==> src/design/wmi_pkg.sv <==
`timescale 1ns / 1ps
// shared constants, types and rom tables for the windowed mdct / imdct block
// no dependencies

package wmi_pkg;

  localparam int FRAME_LEN = 2048;
  localparam int HALF_LEN  = FRAME_LEN / 2;
  localparam int IDX_W     = $clog2(FRAME_LEN);
  localparam int CNT_W     = IDX_W + 1;
  localparam int PH_W      = $clog2(4 * FRAME_LEN);
  localparam int DATA_W    = 32;
  localparam int ROM_W     = 16;
  localparam int FRAC      = 15;
  localparam int CS_W      = ROM_W + 1;
  localparam int WC_W      = 2 * CS_W;
  localparam int COEF_W    = 18;
  localparam int MUL_W     = DATA_W + COEF_W;
  localparam int ACC_W     = 60;
  localparam int RND_W     = ACC_W - FRAC;
  localparam int SCL_W     = RND_W + CS_W;
  localparam int INV_SHIFT = IDX_W + 13;

  localparam logic [63:0] HALF_PI_Q30 = 64'd1686629713;

  typedef enum logic {
    OP_STORE   = 1'b0,
    OP_COMPUTE = 1'b1
  } opcode_t;

  typedef enum logic {
    MODE_FWD = 1'b0,
    MODE_INV = 1'b1
  } mode_t;

  typedef enum logic [2:0] {
    ST_IDLE,
    ST_RUN,
    ST_DRAIN,
    ST_ROUND,
    ST_SCALE,
    ST_EMIT
  } state_t;

  typedef struct packed {
    logic store_we;
    logic start;
    logic issue;
    logic round;
    logic scale;
    logic emit;
  } dp_cmd_t;

  typedef struct packed {
    logic req_in_range;
    logic last_issue;
    logic pipe_empty;
    logic out_free;
  } dp_status_t;

  typedef logic [ROM_W-1:0] rom_t [FRAME_LEN];

  // cos(pi/2 * i/N) in q15, taylor series in unsigned q30
  function automatic rom_t build_cos_rom();
    rom_t              tbl;
    logic [63:0]       x;
    logic [63:0]       x2;
    logic [63:0]       term;
    logic signed [63:0] sum;
    for (int i = 0; i < FRAME_LEN; i++) begin
      x    = (HALF_PI_Q30 * 64'(i)) / 64'(FRAME_LEN);
      x2   = (x * x) >> 30;
      term = 64'd1 << 30;
      sum  = $signed(term);
      for (int j = 1; j <= 9; j++) begin
        term = ((term * x2) >> 30) / 64'((2 * j - 1) * (2 * j));
        if ((j % 2) == 1) begin
          sum = sum - $signed(term);
        end else begin
          sum = sum + $signed(term);
        end
      end
      if (sum < 0) begin
        sum = '0;
      end
      sum = (sum + 64'sd16384) >>> 15;
      if (sum > 64'sd32767) begin
        sum = 64'sd32767;
      end
      tbl[i] = sum[ROM_W-1:0];
    end
    return tbl;
  endfunction

  // sin(pi (2i+1) / 2N) taken from the quarter-wave table
  function automatic rom_t build_win_rom(rom_t cos_tbl);
    rom_t tbl;
    int   d;
    for (int i = 0; i < FRAME_LEN; i++) begin
      d = FRAME_LEN - (2 * i + 1);
      if (d < 0) begin
        d = -d;
      end
      tbl[i] = (d < FRAME_LEN) ? cos_tbl[d] : '0;
    end
    return tbl;
  endfunction

  localparam rom_t COS_ROM = build_cos_rom();
  localparam rom_t WIN_ROM = build_win_rom(COS_ROM);

endpackage

==> src/design/wmi_ctrl.sv <==
`timescale 1ns / 1ps
// sequencer for store, multiply-accumulate sweep, rounding and result hand-off
// depends on wmi_pkg

module wmi_ctrl import wmi_pkg::*; (
  input  logic       clk,
  input  logic       rst_n,
  input  logic       in_valid,
  input  logic       in_opcode,
  output logic       in_ready,
  input  dp_status_t status,
  output dp_cmd_t    cmd
);

  state_t state_r;
  state_t state_nxt;
  logic   is_compute;

  assign is_compute = (opcode_t'(in_opcode) == OP_COMPUTE);

  always_comb begin
    state_nxt = state_r;
    case (state_r)
      ST_IDLE: begin
        if (in_valid && is_compute) begin
          state_nxt = status.req_in_range ? ST_RUN : ST_EMIT;
        end
      end
      ST_RUN: begin
        if (status.last_issue) begin
          state_nxt = ST_DRAIN;
        end
      end
      ST_DRAIN: begin
        if (status.pipe_empty) begin
          state_nxt = ST_ROUND;
        end
      end
      ST_ROUND: state_nxt = ST_SCALE;
      ST_SCALE: state_nxt = ST_EMIT;
      ST_EMIT: begin
        if (status.out_free) begin
          state_nxt = ST_IDLE;
        end
      end
      default: state_nxt = ST_IDLE;
    endcase
  end

  always_comb begin
    cmd      = '0;
    in_ready = 1'b0;
    case (state_r)
      ST_IDLE: begin
        in_ready     = 1'b1;
        cmd.store_we = in_valid && !is_compute;
        cmd.start    = in_valid && is_compute;
      end
      ST_RUN:   cmd.issue = 1'b1;
      ST_DRAIN: cmd = '0;
      ST_ROUND: cmd.round = 1'b1;
      ST_SCALE: cmd.scale = 1'b1;
      ST_EMIT:  cmd.emit = status.out_free;
      default:  cmd = '0;
    endcase
  end

  always_ff @(posedge clk) begin
    if (!rst_n) begin
      state_r <= ST_IDLE;
    end else begin
      state_r <= state_nxt;
    end
  end

  a_run_ends: assert property (@(posedge clk) disable iff (!rst_n)
    (state_r == ST_RUN && status.last_issue) |=> (state_r == ST_DRAIN))
    else $error("sweep did not end after last issue");

  a_emit_done: assert property (@(posedge clk) disable iff (!rst_n)
    (state_r == ST_EMIT && status.out_free) |=> (state_r == ST_IDLE))
    else $error("result hand-off did not return to idle");

  a_busy_blocks: assert property (@(posedge clk) disable iff (!rst_n)
    (state_r != ST_IDLE) |-> (!cmd.start && !cmd.store_we))
    else $error("request taken while busy");

endmodule

==> config.mk <==
export PLATFORM = sky130hd
export DESIGN_NAME = wmi_ctrl
export DESIGN_NICKNAME = d
export VERILOG_FILES = /design/src/design/wmi_pkg.sv /design/src/design/wmi_ctrl.sv
export SDC_FILE = /design/constraint.sdc
export NUM_CORES = 1
export LEC_CHECK = 0
export BUFFER_PORTS_ARGS = -buffer_cell sky130_fd_sc_hd__buf_2
export CAP_MARGIN = 25
export CORE_AREA = 10 10 47 49
export DETAILED_ROUTE_END_ITERATION = 10
export DIE_AREA = 0 0 57 59
export PLACE_DENSITY_LB_ADDON = 0.12
export SETUP_SLACK_MARGIN = 0.02
export SLEW_MARGIN = 20
export SYNTH_ARGS = -nofsm -noshare
export SYNTH_HDL_FRONTEND = slang
export SYNTH_SLANG_ARGS = --single-unit
export TNS_END_PERCENT = 20
==> constraint.sdc <==
create_clock -name clk -period 2.33 [get_ports clk]
set_clock_uncertainty 0.15 [all_clocks]
set_input_delay 0.466 -clock clk [delete_from_list [all_inputs] [get_ports clk]]
set_output_delay 0.466 -clock clk [all_outputs]
set_load 0.01 [all_outputs]
==> results of run 1 <==
## synth_stat cells
library cell and count:
nand2_1 4, nor2_1 4, dfxtp_1 3, a32o_1 2, and3_1 2, buf_6 2
nand2b_1 2, and3_4 1, and3b_1 1, inv_2 1, mux2i_1 1, nor2b_1 1
nor3_2 1, o21ai_0 1, o2bb2ai_1 1, o31ai_1 1
## per-stage QoR
step	hold slack [ns]	instance area (um2)	power, uW	cells
floorplan	0.4041	229.0	108.3	28
global placement	0.4687	296.5	127.0	56
detailed placement	0.4451	296.5	125.6	56
CTS	0.3328	322.8	222.9	60
global route	0.3534	322.8	233.0	60
finish	0.3358	322.8	218.4	60
## per-layer routing
layer	share of wire [%]	vias up	routed length [um]	GRT usage (%)
met5	0	-	0	0
met4	7.7	0	55	9.060
met3	12	4	84	2.575
met2	46	10	332	6.202
met1	34	109	246	3.081
li1	-	130	-	-
## power by group
| group | leakage (uW) | total, uW | internal (uW) | switching (uW) |
|---|---|---|---|---|
| Clock | 0.0000150 | 94.5 | 64.4 | 30.1 |
| Sequential | 0.0000245 | 68.5 | 57.0 | 11.5 |
| Combinational | 0.000120 | 55.4 | 28.1 | 27.3 |
| Total | 0.000159 | 218 | 149 | 69.0 |
## worst max path at each step
stage,startpoint,cells after the start,end
finish,state_r[1],3,cmd[4]
global route,state_r[1],3,cmd[4]
CTS,state_r[1],3,cmd[4]
detailed placement,state_r[1],3,cmd[4]
global placement,state_r[0],3,cmd[0]
floorplan,state_r[1],3,cmd[5]
## final cells by class
| type | count | area [um2] |
|---|---|---|
| fillers | 169 | 1079 |
| multi-input cells | 22 | 142.6 |
| repair buffers | 14 | 70.07 |
| flip-flops and latches | 3 | 60.06 |
| clock buffers | 4 | 26.28 |
| well taps | 16 | 20.02 |
| inverters | 1 | 3.754 |
## kinds of logic after synthesis
| kind of cell | after synthesis | synth area share [%] |
|---|---|---|
| compound gates | 5 | 18.03 |
| buf+inv | 3 | 11.47 |
| flops | 3 | 26.23 |
| mux | 1 | 4.372 |
| simple gates | 16 | 39.89 |
==> results.toml, run 1 <==
[final_layout]
reg_top3 = "state_r x3"
fin_nets = 53
drive_above_1_share_pct = 45.45
areaGrowthSynthToFinish_pct = 40.98
top_register = "state_r"
largest_reg_flops = 3
most-common-layout-cells = "14 x buf_2, 4 x nor2_1, 4 x nand2_1"
antenna_cells = 0
layout_commonest_cell = "buf_2"
finish.utilization_pct = 23.04

[hold_path]
hold_path.startpoint = "rst_n"
holdPathEnd = "state_r[2]"
hp-class = "primary input to register"
hold-path-cell-count = 2

[clock_tree]
cts_htree_levels = 1
cts_buffer_depth = 2
cts_root_buffer = "clkbuf_4"
cts_tree = "done"
ctsResizeCount = 0
hold_buffers = 0
worstSkewPairLatency_ns = 0.24
clkSinkCount = 3
cts_setup_buffers = 0
numCtsBuffers = 3
path_clk_slew_ns = 0.04

[logic_synthesis]
yosys_register_bits = 3
synth_area_leaders = "dfxtp_1 26%, buf_6 9.8%, a32o_1 8.7%, nand2_1 6.6%, nor2_1 6.6%"
syn-num-nets = 36
yosysTopAreaCellShare_pct = 26.23
ys_types = 16
syn-mean-instance-area_um2 = 8.178
yosysTopAreaCell = "dfxtp_1"
ys_seq_area_share_pct = 26.23
netlist_instances = 28
syn-cell-area_um2 = 229.0
yosysWarnings = 0

[sta]
tightest_slew_ns = 0.3140
rsz0062_at_grt = "no"
max_freq_mhz = 562.2
tns_ns = 0
finalSetupViolCount = 0
hold_violations = 0
fin_ws_ns = 0.5513
report.final.slew_viol_count = 0
maxSlewHeadroom_pct = 79.04
period_share_pct = 76.34
finalCriticalPeriod_ns = 1.779

[floorplan]
start_util_pct = 16.34
die_h_um = 59
core_mm2 = 0.001401
row_count = 14
die-area_mm2 = 0.003363
ios = 15
chipWidth_um = 57

[setup_path]
critPathCaptureType = "output pin"
timing.rr.end = "state_r[0]"
cp_slowest_cell = "dfxtp_1"
cpPeakStageDelay_ns = 0.38
critical_path_required_ns = 1.71
worst-r2r-cell-count = 3
crit-reg2reg-launch = "state_r[0]"
cp.buffers_inverters = 1
reg2reg_slack_ns = 1.05
worstSetupStartpointType = "register"
cp_max_fo = 8
path_delay_family = "simple AND/OR/NAND/NOR gates"
arrival_ns = 1.16
path_class = "register to output pin"
path_cells = "nor3_2 -> and3_1 -> buf_2"

[power]
p_leak_uw = 0.0001591
powerDensity_mw_per_mm2 = 676.5
ir_drop_v = 0.0001379

[place]
place.gp.congestion = 0.7438
pre_cts_ws_ns = 0.8030
portBuffers = 14
dp_hpwl_um = 576.7

[global_route]
first_global_vias = 269
antenna_found_initial = 0
grt_start_max_net_pins = 10
grt_pass1_wl_um = 1076
track_usage_pct = 4.534
grt_overflow = 0

[detailed_routing]
wirelength_um = 717
firstDrtPassIters = 4
via_per_inst = 4.217
via_count = 253
drt_iter0_drc = 2
wl_per_cell_um = 11.95
antenna_left = 0
drc = 0

[run_status]
outcome = "finished, final reports clean"

[flow_run]
drv_cap = 0
Power figures use the tool's default switching activity.
==> inputs of run 2 (changes only) <==
- clock period: 2.33 -> 1.7 ns (I/O delays scaled with it)
==> results.toml, run 2 (synthesis results as in run 1) <==
[final_layout]
regArea_um2 = 61.31
layout_commonest_cell = "buf_2"
fill_cells = 174
areaGrowthSynthToFinish_pct = 41.53
top_register = "state_r"
drive_above_1_share_pct = 47.73
multi_input_area_um2 = 142.6
most-common-layout-cells = "14 x buf_2, 4 x nor2_1, 4 x nand2_1"
fin_nets = 53
reg_top3 = "state_r x3"
antenna_cells = 0
finish.utilization_pct = 23.13
largest_reg_flops = 3

[detailed_routing]
drc = 0
drt_iter0_drc = 2
via_per_inst = 4.017
via_count = 241
wl_per_cell_um = 11.62
wirelength_um = 697
antenna_left = 0
firstDrtPassIters = 2

[place]
dp_hpwl_um = 589.1
portBuffers = 14
place.gp.congestion = 0.8114

[setup_path]
worstSetupStartpoint = "state_r[0]"
crit-reg2reg-launch = "state_r[0]"
path_class = "register to output pin"
reg2reg_slack_ns = 0.55
timing.rr.end = "state_r[0]"
endpoint = "cmd[4]"
critical_path_required_ns = 1.21
arrival_ns = 1.10
critPathCaptureType = "output pin"
cp_max_fo = 9
worstSetupStartpointType = "register"
worst-r2r-cell-count = 3

[global_route]
grt_pass1_wl_um = 1076
track_usage_pct = 4.398
antenna_found_initial = 0
first_global_vias = 252
grt_start_max_net_pins = 10
grt_overflow = 0

[clock_tree]
cts_root_buffer = "clkbuf_4"
cts_buffer_depth = 2
clkSinkCount = 3
cts_tree = "done"
worstSkewPairLatency_ns = 0.23
path_clk_slew_ns = 0.04
cts_htree_levels = 1
numCtsBuffers = 3
hold_buffers = 0

[sta]
hold_violations = 0
finalCriticalPeriod_ns = 1.593
tightest_slew_ns = 0.2701
finalSetupViolCount = 0
max_freq_mhz = 627.9
rsz0062_at_grt = "no"
period_share_pct = 93.69
tns_ns = 0
hold_slack_ns = 0.2179
report.final.slew_viol_count = 0
maxSlewHeadroom_pct = 81.97

[run_status]
outcome = "finished, final reports clean"

[floorplan]
die-area_mm2 = 0.003363
die_h_um = 59
ios = 15
row_count = 14
start_util_pct = 16.34
chipWidth_um = 57
core_mm2 = 0.001401

[hold_path]
hp-class = "primary input to register"

[power]
p_leak_uw = 0.0001589
powerDensity_mw_per_mm2 = 906.6
ir_drop_v = 0.0002440

[flow_run]
drv_cap = 0
run 2: changes by cell type in the layout (fill, tap and decap cells not counted):
| cell | before | now |
|---|---|---|
| dfxtp_1 | 3 | 2 |
| dfxtp_2 | 0 | 1 |
run 2: per-stage QoR:
step | power (uW) | area, um2 | cells | setup WS (ns)
3_5_place_dp | 172.6 | 296.5 | 56 | 0.3065
5_1_grt | 313.3 | 324.1 | 60 | 0.04090
3_3_place_gp | 174.1 | 296.5 | 56 | 0.3081
4_1_cts | 301.5 | 322.8 | 60 | 0.05408
2_1_floorplan | 148.5 | 229.0 | 28 | 0.2803
6_report | 293.8 | 324.1 | 60 | 0.1073
run 2: metal layers:
metal	global-route usage, %	wire, um
met1	3.660	278
met2	5.891	375
met3	2.575	44
met4	7.047	0
met5	0	0
run 2: critical path, stage by stage (launching register included):
cell     delay (ns)
dfxtp_2        0.36
nor3_2         0.22
and3_1         0.17
buf_2          0.13
run 2: where the power goes:
| group | switching (uW) | internal [uW] |
|---|---|---|
| Combinational | 36.9 | 39.2 |
| Sequential | 16.2 | 78.9 |
| Clock | 34.8 | 87.8 |
| Total | 87.9 | 206 |
run 2: layout make-up:
class                      count  share of cell area (%)
clock buffer                   4                   8.108
multi-input combinational     22                   44.02
sequential                     3                   18.92
inverter                       1                   1.158
timing repair buffer          14                   21.62
tap                           16                   6.178
run 2: what timing repair did:
action                     4_1_cts  5_1_grt
buffers inserted                 0        0
resized for setup                0        1
setup endpoints to repair        0        3
run 2: worst min-delay path by stage:
stage	start	endpoint	slack (ns)	cells past startpoint
after global placement	rst_n	state_r[2]	0.47	2
after global routing	rst_n	state_r[2]	0.22	2
after detailed placement	rst_n	state_r[2]	0.46	2
final	rst_n	state_r[2]	0.22	2
after CTS	rst_n	state_r[2]	0.21	2
after floorplan	rst_n	state_r[2]	0.32	1
